$ cat config.mk
export PLATFORM = sky130hd
export DESIGN_NAME = xyz_velocity_differentiator
export DESIGN_NICKNAME = d
export VERILOG_FILES = /design/src/design/xvd_pkg.sv /design/src/design/xyz_velocity_differentiator.sv
export VERILOG_INCLUDE_DIRS = /design/src /design/src/design
export SDC_FILE = /design/constraint.sdc
export NUM_CORES = 2
export LEC_CHECK = 0
export ABC_AREA = 1
export BUFFER_PORTS_ARGS = -buffer_cell sky130_fd_sc_hd__buf_2
export CAP_MARGIN = 20
export CELL_PAD_IN_SITES_DETAIL_PLACEMENT = 1
export CELL_PAD_IN_SITES_GLOBAL_PLACEMENT = 1
export CORE_ASPECT_RATIO = 1.25
export CORE_MARGIN = 2
export CORE_UTILIZATION = 45
export DETAILED_ROUTE_END_ITERATION = 8
export GPL_TIMING_DRIVEN = 0
export PLACE_DENSITY_LB_ADDON = 0.3
export SLEW_MARGIN = 0
export SYNTH_ARGS = -nofsm -noshare
export SYNTH_HDL_FRONTEND = slang
export SYNTH_SLANG_ARGS = --single-unit
export TNS_END_PERCENT = 100
$ cat constraint.sdc
create_clock -name clk -period 17.6 [get_ports clk]
set_input_delay 3.52 -clock clk [delete_from_list [all_inputs] [get_ports clk]]
set_output_delay 3.52 -clock clk [all_outputs]
set_load 0.02 [all_outputs]
$ cat src/design/xyz_velocity_differentiator_defines.svh
// Assertion macros used by the velocity differentiator design.
`ifndef XYZ_VELOCITY_DIFFERENTIATOR_DEFINES_SVH
`define XYZ_VELOCITY_DIFFERENTIATOR_DEFINES_SVH

// Same-cycle implication, disabled while reset is asserted.
`define XVD_ASSERT_NOW(label, clk, rst_n, a, c, msg) \
    label: assert property (@(posedge clk) disable iff (!rst_n) (a) |-> (c)) else $error(msg);

// Next-cycle implication, disabled while reset is asserted.
`define XVD_ASSERT_NEXT(label, clk, rst_n, a, c, msg) \
    label: assert property (@(posedge clk) disable iff (!rst_n) (a) |=> (c)) else $error(msg);

`endif

$ cat src/design/xvd_pkg.sv
// ----------------------------------------------------------------------------
// xvd_pkg
// Types and constants of the xyz velocity differentiator.
// ----------------------------------------------------------------------------
package xvd_pkg;

    localparam int AXES     = 3;
    localparam int POS_W    = 32;
    localparam int DT_W     = 24;
    localparam int COEF_W   = 24;
    localparam int ACC_W    = 60;
    localparam int NUM_W    = 52;
    localparam int CFG_IDX_W = 3;
    localparam int CFG_DAT_W = 32;

    localparam logic [CFG_IDX_W-1:0] REG_A1      = 3'd0;
    localparam logic [CFG_IDX_W-1:0] REG_A2      = 3'd1;
    localparam logic [CFG_IDX_W-1:0] REG_B       = 3'd2;
    localparam logic [CFG_IDX_W-1:0] REG_STARTUP = 3'd3;

    localparam logic signed [COEF_W-1:0] A1_RESET      = 24'sd103088;
    localparam logic signed [COEF_W-1:0] A2_RESET      = 24'sd40554;
    localparam logic signed [COEF_W-1:0] B_RESET       = 24'sd1484390;
    localparam logic [31:0]              STARTUP_RESET = 32'd100000;

    // Microseconds per second, used as the Euler scale factor.
    localparam logic signed [COEF_W-1:0] EULER_SCALE = 24'sd1000000;

    typedef struct packed {
        logic signed [POS_W-1:0] pos_x;
        logic signed [POS_W-1:0] pos_y;
        logic signed [POS_W-1:0] pos_z;
        logic [DT_W-1:0]         dt_us;
    } in_t;

    typedef struct packed {
        logic signed [POS_W-1:0] vel_x;
        logic signed [POS_W-1:0] vel_y;
        logic signed [POS_W-1:0] vel_z;
        logic                    filtered_mode;
        logic                    zero_interval;
        logic                    saturated;
    } out_t;

    typedef enum logic [2:0] {
        S_IDLE,
        S_AXIS,
        S_LOAD,
        S_MUL,
        S_DIVSET,
        S_DIV,
        S_FINISH,
        S_DONE
    } state_t;

endpackage

$ cat src/design/xyz_velocity_differentiator.sv
// ----------------------------------------------------------------------------
// xyz_velocity_differentiator
// Euler or second-order filtered velocity estimate from xyz position samples.
// ----------------------------------------------------------------------------
// One sample is processed at a time, axis after axis, through a single
// shift-and-add multiplier that retires one coefficient bit per cycle and a
// restoring divider that retires one quotient bit per cycle. In filtered mode
// an axis takes a setup state, then three 24-bit products, each with its load
// state, and a store state. In Euler mode it takes a setup state, one 24-bit
// product with its load state, a division setup state, a 52-bit division and
// a store state, or only the setup and store states when dt is zero. After
// the last axis the result waits in the done state until the output register
// is free, so a stalled output holds the sequencer; the next sample is taken
// only once it is back in idle. The input is taken again as soon as the
// sequencer is idle, even while the previous result still waits in the output
// register.
`include "xyz_velocity_differentiator_defines.svh"

module xyz_velocity_differentiator (
    input  logic                                clk,
    input  logic                                rst_n,
    input  logic                                in_valid,
    output logic                                in_stall,
    input  xvd_pkg::in_t                        in,
    output logic                                out_valid,
    input  logic                                out_stall,
    output xvd_pkg::out_t                       out,
    input  logic                                cfg_valid,
    output logic                                cfg_ready,
    input  logic [xvd_pkg::CFG_IDX_W-1:0]       cfg_index,
    input  logic [xvd_pkg::CFG_DAT_W-1:0]       cfg_data
);

    localparam int ACC_W = xvd_pkg::ACC_W;
    localparam int NUM_W = xvd_pkg::NUM_W;
    localparam int DT_W  = xvd_pkg::DT_W;
    localparam int POS_W = xvd_pkg::POS_W;

    localparam logic signed [ACC_W-1:0] SAT_MAX = ACC_W'(64'sh7FFF_FFFF);
    localparam logic signed [ACC_W-1:0] SAT_MIN = -ACC_W'(64'sh8000_0000);
    localparam logic signed [ACC_W-1:0] HALF_LSB = ACC_W'(64'sd32768);

    xvd_pkg::state_t state_reg, state_next;

    logic signed [23:0] a1_reg, a2_reg, b_reg;
    logic [31:0]        startup_reg;
    logic [31:0]        elapsed_reg, elapsed_next;

    logic signed [POS_W-1:0] prev_pos_reg [xvd_pkg::AXES];
    logic signed [POS_W-1:0] prev_vel_reg [xvd_pkg::AXES];
    logic signed [POS_W-1:0] old_vel_reg  [xvd_pkg::AXES];
    logic signed [POS_W-1:0] pos_reg      [xvd_pkg::AXES];
    logic signed [POS_W-1:0] vel_reg      [xvd_pkg::AXES];

    logic [DT_W-1:0]         dt_reg;
    logic                    filtered_reg, filtered_next;
    logic                    zero_reg, zero_next;
    logic                    sat_reg, sat_next;

    logic [1:0]              axis_reg, axis_next;
    logic [1:0]              term_reg, term_next;
    logic [4:0]              bit_cnt_reg, bit_cnt_next;
    logic [5:0]              div_cnt_reg, div_cnt_next;

    logic signed [POS_W:0]   diff_reg, diff_next;
    logic signed [ACC_W-1:0] acc_reg, acc_next;
    logic signed [ACC_W-1:0] mcand_reg, mcand_next;
    logic [23:0]             mplier_reg, mplier_next;
    logic                    neg_reg, neg_next;
    logic [NUM_W-1:0]        num_reg, num_next;
    logic [DT_W-1:0]         rem_reg, rem_next;

    logic                    out_valid_reg, out_valid_next;
    xvd_pkg::out_t           out_reg, out_next;

    logic                    store_en;
    logic signed [POS_W-1:0] store_val;

    // Datapath helpers
    logic [32:0]             elapsed_sum;
    logic signed [ACC_W-1:0] pp;
    logic                    sub_pp;
    logic [DT_W:0]           rem_sh;
    logic signed [ACC_W-1:0] mag;
    logic signed [ACC_W-1:0] rounded;
    logic signed [ACC_W-1:0] quot_s;
    logic signed [ACC_W-1:0] final_val;

    assign cfg_ready = 1'b1;
    assign in_stall  = (state_reg != xvd_pkg::S_IDLE);
    assign out_valid = out_valid_reg;
    assign out       = out_reg;

    assign elapsed_sum = {1'b0, elapsed_reg} + {9'd0, in.dt_us};

    always_comb
    begin
        state_next     = state_reg;
        elapsed_next   = elapsed_reg;
        filtered_next  = filtered_reg;
        zero_next      = zero_reg;
        sat_next       = sat_reg;
        axis_next      = axis_reg;
        term_next      = term_reg;
        bit_cnt_next   = bit_cnt_reg;
        div_cnt_next   = div_cnt_reg;
        diff_next      = diff_reg;
        acc_next       = acc_reg;
        mcand_next     = mcand_reg;
        mplier_next    = mplier_reg;
        neg_next       = neg_reg;
        num_next       = num_reg;
        rem_next       = rem_reg;
        out_next       = out_reg;
        out_valid_next = out_valid_reg && out_stall;
        store_en       = 1'b0;
        store_val      = '0;

        pp      = mplier_reg[0] ? mcand_reg : '0;
        sub_pp  = (bit_cnt_reg == 5'd23) ^ neg_reg;
        rem_sh  = {rem_reg, num_reg[NUM_W-1]};
        mag     = acc_reg[ACC_W-1] ? -acc_reg : acc_reg;
        rounded = (acc_reg + HALF_LSB) >>> 16;
        quot_s  = neg_reg ? -$signed({8'd0, num_reg}) : $signed({8'd0, num_reg});
        final_val = filtered_reg ? rounded : quot_s;

        unique case (state_reg)
            xvd_pkg::S_IDLE:
            begin
                if (in_valid)
                begin
                    elapsed_next  = elapsed_sum[32] ? 32'hFFFF_FFFF : elapsed_sum[31:0];
                    filtered_next = (elapsed_next > startup_reg);
                    zero_next     = 1'b0;
                    sat_next      = 1'b0;
                    axis_next     = '0;
                    state_next    = xvd_pkg::S_AXIS;
                end
            end
            xvd_pkg::S_AXIS:
            begin
                diff_next = (POS_W+1)'(pos_reg[axis_reg]) - (POS_W+1)'(prev_pos_reg[axis_reg]);
                acc_next  = '0;
                term_next = filtered_reg ? 2'd0 : 2'd2;
                if (!filtered_reg && dt_reg == '0)
                begin
                    // Euler with no interval: velocity is forced to zero.
                    zero_next  = 1'b1;
                    num_next   = '0;
                    neg_next   = 1'b0;
                    state_next = xvd_pkg::S_FINISH;
                end
                else
                begin
                    state_next = xvd_pkg::S_LOAD;
                end
            end
            xvd_pkg::S_LOAD:
            begin
                bit_cnt_next = '0;
                case (term_reg)
                    2'd0:
                    begin
                        mplier_next = a1_reg;
                        mcand_next  = ACC_W'(prev_vel_reg[axis_reg]);
                        neg_next    = 1'b0;
                    end
                    2'd1:
                    begin
                        mplier_next = a2_reg;
                        mcand_next  = ACC_W'(old_vel_reg[axis_reg]);
                        neg_next    = 1'b1;
                    end
                    default:
                    begin
                        mplier_next = filtered_reg ? b_reg : xvd_pkg::EULER_SCALE;
                        mcand_next  = ACC_W'(diff_reg);
                        neg_next    = 1'b0;
                    end
                endcase
                state_next = xvd_pkg::S_MUL;
            end
            xvd_pkg::S_MUL:
            begin
                // The coefficient's top bit carries negative weight.
                acc_next     = sub_pp ? acc_reg - pp : acc_reg + pp;
                mcand_next   = mcand_reg <<< 1;
                mplier_next  = mplier_reg >> 1;
                bit_cnt_next = bit_cnt_reg + 5'd1;
                if (bit_cnt_reg == 5'd23)
                begin
                    if (term_reg != 2'd2)
                    begin
                        term_next  = term_reg + 2'd1;
                        state_next = xvd_pkg::S_LOAD;
                    end
                    else if (filtered_reg)
                    begin
                        state_next = xvd_pkg::S_FINISH;
                    end
                    else
                    begin
                        state_next = xvd_pkg::S_DIVSET;
                    end
                end
            end
            xvd_pkg::S_DIVSET:
            begin
                neg_next     = acc_reg[ACC_W-1];
                num_next     = mag[NUM_W-1:0];
                rem_next     = '0;
                div_cnt_next = '0;
                state_next   = xvd_pkg::S_DIV;
            end
            xvd_pkg::S_DIV:
            begin
                if (rem_sh >= {1'b0, dt_reg})
                begin
                    rem_next = DT_W'(rem_sh - {1'b0, dt_reg});
                    num_next = {num_reg[NUM_W-2:0], 1'b1};
                end
                else
                begin
                    rem_next = rem_sh[DT_W-1:0];
                    num_next = {num_reg[NUM_W-2:0], 1'b0};
                end
                div_cnt_next = div_cnt_reg + 6'd1;
                if (div_cnt_reg == 6'(NUM_W - 1))
                    state_next = xvd_pkg::S_FINISH;
            end
            xvd_pkg::S_FINISH:
            begin
                store_en = 1'b1;
                if (final_val > SAT_MAX)
                begin
                    store_val = POS_W'(SAT_MAX);
                    sat_next  = 1'b1;
                end
                else if (final_val < SAT_MIN)
                begin
                    store_val = POS_W'(SAT_MIN);
                    sat_next  = 1'b1;
                end
                else
                begin
                    store_val = POS_W'(final_val);
                end
                if (axis_reg == 2'(xvd_pkg::AXES - 1))
                begin
                    state_next = xvd_pkg::S_DONE;
                end
                else
                begin
                    axis_next  = axis_reg + 2'd1;
                    state_next = xvd_pkg::S_AXIS;
                end
            end
            xvd_pkg::S_DONE:
            begin
                if (!out_valid_reg || !out_stall)
                begin
                    out_next.vel_x         = vel_reg[0];
                    out_next.vel_y         = vel_reg[1];
                    out_next.vel_z         = vel_reg[2];
                    out_next.filtered_mode = filtered_reg;
                    out_next.zero_interval = zero_reg;
                    out_next.saturated     = sat_reg;
                    out_valid_next         = 1'b1;
                    state_next             = xvd_pkg::S_IDLE;
                end
            end
            default:
            begin
                state_next = xvd_pkg::S_IDLE;
            end
        endcase
    end

    always_ff @(posedge clk or negedge rst_n)
    begin
        if (!rst_n)
        begin
            state_reg     <= xvd_pkg::S_IDLE;
            out_valid_reg <= 1'b0;
            elapsed_reg   <= '0;
            a1_reg        <= xvd_pkg::A1_RESET;
            a2_reg        <= xvd_pkg::A2_RESET;
            b_reg         <= xvd_pkg::B_RESET;
            startup_reg   <= xvd_pkg::STARTUP_RESET;
            for (int i = 0; i < xvd_pkg::AXES; i++)
            begin
                prev_pos_reg[i] <= '0;
                prev_vel_reg[i] <= '0;
                old_vel_reg[i]  <= '0;
            end
        end
        else
        begin
            state_reg     <= state_next;
            out_valid_reg <= out_valid_next;
            elapsed_reg   <= elapsed_next;
            if (cfg_valid && cfg_ready)
            begin
                unique case (cfg_index)
                    xvd_pkg::REG_A1:      a1_reg      <= cfg_data[23:0];
                    xvd_pkg::REG_A2:      a2_reg      <= cfg_data[23:0];
                    xvd_pkg::REG_B:       b_reg       <= cfg_data[23:0];
                    xvd_pkg::REG_STARTUP: startup_reg <= cfg_data;
                    default:              ;
                endcase
            end
            if (store_en)
            begin
                prev_pos_reg[axis_reg] <= pos_reg[axis_reg];
                old_vel_reg[axis_reg]  <= prev_vel_reg[axis_reg];
                prev_vel_reg[axis_reg] <= store_val;
            end
        end
    end

    // Payload and datapath registers need no reset.
    always_ff @(posedge clk)
    begin
        if (state_reg == xvd_pkg::S_IDLE && in_valid)
        begin
            pos_reg[0] <= in.pos_x;
            pos_reg[1] <= in.pos_y;
            pos_reg[2] <= in.pos_z;
            dt_reg     <= in.dt_us;
        end
        if (store_en)
            vel_reg[axis_reg] <= store_val;
        filtered_reg <= filtered_next;
        zero_reg     <= zero_next;
        sat_reg      <= sat_next;
        axis_reg     <= axis_next;
        term_reg     <= term_next;
        bit_cnt_reg  <= bit_cnt_next;
        div_cnt_reg  <= div_cnt_next;
        diff_reg     <= diff_next;
        acc_reg      <= acc_next;
        mcand_reg    <= mcand_next;
        mplier_reg   <= mplier_next;
        neg_reg      <= neg_next;
        num_reg      <= num_next;
        rem_reg      <= rem_next;
        out_reg      <= out_next;
    end

    `XVD_ASSERT_NEXT(a_accept_starts, clk, rst_n, in_valid && !in_stall, state_reg == xvd_pkg::S_AXIS, "accepted transaction did not start the sequencer")
    `XVD_ASSERT_NOW(a_zero_euler, clk, rst_n, out_valid && out.zero_interval, !out.filtered_mode && !out.saturated, "zero interval flagged with filter or saturation")
    `XVD_ASSERT_NOW(a_zero_vel, clk, rst_n, out_valid && out.zero_interval, out.vel_x == '0 && out.vel_y == '0 && out.vel_z == '0, "zero interval with nonzero velocity")
    `XVD_ASSERT_NOW(a_mul_count, clk, rst_n, state_reg == xvd_pkg::S_MUL, bit_cnt_reg <= 5'd23, "multiplier step count out of range")

endmodule
* Word-level counts from Yosys, hierarchy flattened *
Memories as Yosys holds them, arrays and structs flattened. A register that Yosys moved wholly into a read port is not among the register bits.
Index checks and enable logic that the tools add are counted.

cells by class
  $add $sub $neg = 12
  order comparisons = 6
  equality and inequality tests = 23
  multiplexer cells = 69
  bitwise gates (word level) = 2
  reduce and logical (&&, ||, !) cells = 33

operator list
  kind                      number
  $pmux W60 S2              3
  $mux W32                  11
  $bwmux W96                3
  $mux W60                  4
  $bmux W32 S2              3
  $pmux W52 S3              1
  $pmux W24 S2              3
  $mux W52                  2
  $demux W32 S2             1
  $add A60 B17 Y60 const B  1
  $add A60 B60 Y60          1
  $gt A60 B32 Y1 const B    1
  $lt A60 B32 Y1 const B    1
  $neg A52 Y60              1
  $sub A60 B60 Y60          1
  $neg A52 Y52              1
  $mux W24                  2
  $add A32 B24 Y33          1
  $sub A32 B32 Y33          1
  $gt A32 B32 Y1            1
  $ge A25 B24 Y1            1
  $logic_not A24 Y1         1
  $pmux W3 S8               1
  $sub A24 B24 Y24          1
  other kinds (34)          98

word-level totals
  flip-flop bits (word level) = 727
  bits in writable memories = 192
  input port bits = 160
  word-level logic and storage cells = 181
  memories = 2

memories
  name     words  width  read ports  clocked after Yosys merged registers in  write ports  RTL line                           RTL
  pos_reg  3      32     1           1                                        3            xyz_velocity_differentiator.sv:52  logic signed [POS_W-1:0] pos_reg [xvd_pkg::AXES];
  vel_reg  3      32     3           3                                        1            xyz_velocity_differentiator.sv:53  logic signed [POS_W-1:0] vel_reg [xvd_pkg::AXES];

* Logic depth before layout (Yosys ltp) *
  word-level depth = 8
  depth in mapped cells = 33

* Worst setup path after synthesis *
No wires, ideal clock.

  kind = input-to-reg
  from = input port out_stall
  to = register out_reg (netlist bit out[0]) (enable)
  library setup time = 0.590 ns
  arrival time = 8.196 ns
  data required time = 17.010 ns
  path slack = 8.815 ns
  stages on the path = 1
  cells stage by stage = a21oi_1

on the way
  word-level cells in the longest chain between the ends = 3

RTL lines
  element                      RTL line                            RTL
  start, declared              xyz_velocity_differentiator.sv:26   input logic out_stall,
  $logic_not A1 Y1             xyz_velocity_differentiator.sv:260  if (!out_valid_reg || !out_stall)
  $logic_or A1 B1 Y1           xyz_velocity_differentiator.sv:260
  $reduce_and A2 Y1 (no line)  -
  end signal, assigned         xyz_velocity_differentiator.sv:347  out_reg <= out_next;
  end, declared                xyz_velocity_differentiator.sv:74   xvd_pkg::out_t out_reg, out_next;

No other way between the ends.
A chain may end at the register's enable or synchronous reset.

* Worst setup path in the final report *
  from = input port in[0] (netlist name)
  to = register filtered_reg (data pin)

on the way
  word-level cells in the longest chain between the ends = 3

RTL lines
  element               RTL line                            RTL
  start, declared       xyz_velocity_differentiator.sv:24   input xvd_pkg::in_t in,
  $add A32 B24 Y33      xyz_velocity_differentiator.sv:94   assign elapsed_sum = {1'b0, elapsed_reg} + {9'd0, in.dt_us};
  $mux W32              xyz_velocity_differentiator.sv:132  elapsed_next = elapsed_sum[32] ? 32'hFFFF_FFFF : elapsed_sum[31:0];
  $gt A32 B32 Y1        xyz_velocity_differentiator.sv:133  filtered_next = (elapsed_next > startup_reg);
  end signal, assigned  xyz_velocity_differentiator.sv:333  filtered_reg <= filtered_next;
  end, declared         xyz_velocity_differentiator.sv:56   logic filtered_reg, filtered_next;

No other way between the ends.

==> impl.org <==
** Outcome
- Status :: complete, no violations

** Synthesis
- Net Count, Synth :: 7265
- After synthesis, the netlist uses 63 different library cells.
- Of the synthesized area, sequential elements account for 50.2%.
- Largest area contributor in the netlist :: sky130_fd_sc_hd__edfxtp_1
- Synth Cell Area :: 56600 um2
- Synthesis handed over a netlist of 6917 instances.
- Dividing the synthesized area by the synthesized cell count gives 8.18 um2.
- Synth Register Bits :: 1017
- Total number of yosys warnings :: 0
- Prevailing post-synth register cell :: sky130_fd_sc_hd__edfxtp_1
- EDFF count, synth :: 587
- The synthesized design devotes to its leading area cell type 31.2% of total area.
- Leading cell types by total area after synthesis :: sky130_fd_sc_hd__edfxtp_1, sky130_fd_sc_hd__dfrtp_1, sky130_fd_sc_hd__nand2_1
- Proportion of register bits with asynchronous set or reset after synthesis :: 42.1%

** Floorplan
- In this run the core area contains 145 standard-cell rows.
- The die is 321 um wide.
- The die covers 129000 um2.
- Pin placement for this block handled 262 I/O pins.
- Vert. Die Dim :: 400 um
- The core region is 125000 um2.
- Initial Utilization :: 45.3%

** Clock network
- The H-tree was split into 3 levels.
- Number of buffers on the longest clock path :: 3
- The clock drives 1017 sinks.
- Clock-pin transition on the worst setup and hold timing paths :: 60 ps
- Post-cts resize count :: 0
- TritonCTS built the clock tree.
- CTS root buffer :: sky130_fd_sc_hd__clkbuf_16
- Buffers inserted to repair hold after CTS numbered 0.
- In this run, CTS created clock tree buffers numbering 104.
- Insertion delay to the later sink of the worst-skew pair :: 780 ps
- Post-CTS setup buffer count :: 0

** STA
- Setup violations remaining at the end of the flow were counted as 0.
- Count of endpoints failing hold in the final timing report :: 0
- Worst clock skew :: 74.0 ps
- Setup repair after global routing left no endpoint under its margin.
- Hold is met by 400 ps.
- Max Slew Vio Count :: 0
- Headroom to the max-slew limit came out at 14.0%.
- In the finished design, the share of the clock period the worst path needs comes to 43.1%.
- Maximum frequency from static timing analysis :: 0.132 GHz
- The smallest clock period supported by the final layout is computed as 7580 ps.
- Summed negative setup slack over all endpoints :: 0 ps
- Worst-Margin Slew :: 1280 ps

** Global routing
- The number of global-route vias before repair came to 53800.
- Global routing used 31.3% of the available tracks.
- Entering global routing, the biggest net connects 117 pins.
- Overall overflow remaining after global route :: 0
- The initial antenna violation count was 6.
- For met1 alone, demand over resource in global routing was 36.8%.
- The first global-routing pass estimated 311000 um of wire.
- Peak-usage layer in the global routing report :: met2
- Met3 usage :: 4.00%
- For this run, global-route usage on met2 was measured as 55.5%.

** Power
- Internal :: 0.00442 W
- Switching share of power :: 34.3%
- Overall power consumption after layout is estimated at 0.00673 W.
- Proportion of power drawn by flip-flops and latches :: 42.3%
- Summed over all nets, the switching power comes to 0.00231 W.
- Summed over all cells, the static leakage comes to 28.2 nW.
- Combinational logic is responsible for 24.4% of the overall power.
- VDD sags by at most 0.0850 mV.
- Dividing total power by cell area gives a power density of 105 nW/um2.
- Clock network power share :: 33.3%

** Finish
- Number of flip-flops in the largest register :: 99
- Once layout is complete, the utilization of the core stands at 51.1%.
- Of the cells placed in the final design, the portion with a size suffix greater than 1 is 8.28%.
- The count of cells in the finished layout, fillers not included, comes to 9013.
- The area growth from synthesis to layout is 12.8%.
- Layout fillers :: 15300
- Total number of nets in the final design :: 7652

** Placed design
- At the end of routability-driven placement, the weighted congestion stood at 0.992.
- Half-perimeter wire length of the detailed placement result :: 158000 um
- Placed Cells :: 8813
- The count of buffers added on input and output ports is 260.

** Detailed routing
- The detail route stage leaves a number of antenna-violating nets equal to 0.
- Using the TritonRoute via totals, the vias-per-cell ratio works out to 5.67.
- The first routing iteration left 3960 violations.
- For this block, the routed nets add up to 204000 um of wire.
- After detailed routing, the average wire length per cell comes to 22.6 um.
- The final route contains 51100 vias.
- DRC violation count after routing :: 0
- The pre-antenna-repair detailed-routing pass consisted of 8 iterations.

** Setup path
- On the worst path, the slowest cell contributes a delay of 540 ps.
- STA puts the critical path data arrival time at 8050 ps.
- Nature of the critical path endpoint :: flip-flop
- The critical path in this run is classified as input pin to flip-flop.
- The largest individual stage delay along the critical path comes from the cell sky130_fd_sc_hd__clkbuf_1.
- Along the worst path, the maximum fanout reaches 10.
- Cell repeated most along the worst path :: sky130_fd_sc_hd__nand2_1
- The worst setup path is launched from an input pin.
- Worst path required time :: 18060 ps

** Run
- The tool flagged a number of max-cap violations equal to 0.

** Hold path
- Classification of the worst-slack hold path :: flip-flop to flip-flop
power groups by stage:
stage	clock [W]	combinational [W]	sequential [W]
finish	0.00224	0.00164	0.00285
global route	0.00235	0.00183	0.00286
CTS	0.00227	0.00162	0.00284
detailed placement	0	0.00160	0.00289
global placement	0	0.00155	0.00288
floorplan	0	0.00112	0.00282
path summary, 6_finish.rpt:
check	start	endpoint	slack [ps]	depth (start not counted)
worst max-delay path	in[0]	filtered_reg	10020	25
worst min-delay path	vel_reg[1][28]	out[63]	400	0
worst max register to register	axis_reg[0]	diff_reg[28]	11370	21
worst min register to register	vel_reg[1][28]	out[63]	400	0
max in group asynchronous	rst_n	old_vel_reg[59]	13740	3
min in group asynchronous	rst_n	prev_pos_reg[75]	2540	1
layout make-up:
type,count,area (um2),area share (%)
Antenna cell,5,12.5,0.0196
Inverter,749,2810,4.41
Clock buffer,134,2780,4.35
Multi-Input combinational cell,4864,24200,38.0
Clock inverter,59,617,0.967
Sequential cell,1017,28400,44.5
Tap cell,1617,2020,3.17
Timing Repair Buffer,281,1730,2.72
Buffer,287,1160,1.82
metal layers:
metal	part of all wire (%)	up-vias
met5	0.0064	-
met4	5.9	2
met3	4.7	469
met2	50	1453
met1	39	25300
li1	-	23900
synthesized netlist by cell type, types with 50 or more instances:
cell / instances
sky130_fd_sc_hd__a21oi_1: 420
sky130_fd_sc_hd__clkbuf_1: 225
sky130_fd_sc_hd__dfrtp_1: 395
sky130_fd_sc_hd__edfxtp_1: 587
sky130_fd_sc_hd__ha_1: 184
sky130_fd_sc_hd__inv_1: 733
sky130_fd_sc_hd__nand2_1: 1794
sky130_fd_sc_hd__nand3_1: 428
sky130_fd_sc_hd__nand4_1: 50
sky130_fd_sc_hd__nor2_1: 640
sky130_fd_sc_hd__nor3_1: 67
sky130_fd_sc_hd__o21ai_0: 738
sky130_fd_sc_hd__xor2_1: 99
per-stage QoR:
stage	worst slack [ps]	instance area (um2)
after floorplan	8810	56600
after global placement	4060	59900
after detailed placement	9400	60400
after CTS	10080	63800
after global routing	9680	63800
final	10020	63800
worst max-delay path, delay by kind of cell:
family,cells,cell delay (ps)
compound gates,6,1250
buf+inv,4,790
simple gates,12,1420
fa+ha+maj,3,1060
cell usage in the layout, fill, tap and decap left out, types with 30 or more instances in the layout:
| cell | instances |
|---|---|
| sky130_fd_sc_hd__nand2_1 | 1792 |
| sky130_fd_sc_hd__nand2_2 | 33 |
| sky130_fd_sc_hd__nor2_1 | 638 |
| sky130_fd_sc_hd__xnor2_1 | 32 |
| sky130_fd_sc_hd__dfstp_2 | 33 |
| sky130_fd_sc_hd__a31oi_1 | 33 |
| sky130_fd_sc_hd__o22ai_1 | 37 |
| sky130_fd_sc_hd__clkbuf_1 | 248 |
| sky130_fd_sc_hd__clkbuf_16 | 105 |
| sky130_fd_sc_hd__nand4_1 | 50 |
| sky130_fd_sc_hd__dfrtp_1 | 395 |
| sky130_fd_sc_hd__edfxtp_1 | 587 |
| sky130_fd_sc_hd__a21oi_1 | 419 |
| sky130_fd_sc_hd__xor2_1 | 99 |
| sky130_fd_sc_hd__a2bb2oi_1 | 30 |
| sky130_fd_sc_hd__ha_1 | 184 |
| sky130_fd_sc_hd__o21ai_0 | 738 |
| sky130_fd_sc_hd__inv_1 | 733 |
| sky130_fd_sc_hd__nor3_1 | 66 |
| sky130_fd_sc_hd__o21a_1 | 36 |
| sky130_fd_sc_hd__nand3_1 | 428 |
| sky130_fd_sc_hd__or2_2 | 31 |
| sky130_fd_sc_hd__buf_2 | 286 |
kinds of logic after synthesis:
logic type | synth area share, %
xor+xnor | 2.03
flops | 50.2
other cells | 0.00663
fa+ha+maj | 4.21
buf+inv | 7.01
compound gates | 13.9
simple gates | 22.6
No activity file was read; power rests on OpenSTA's default activity.
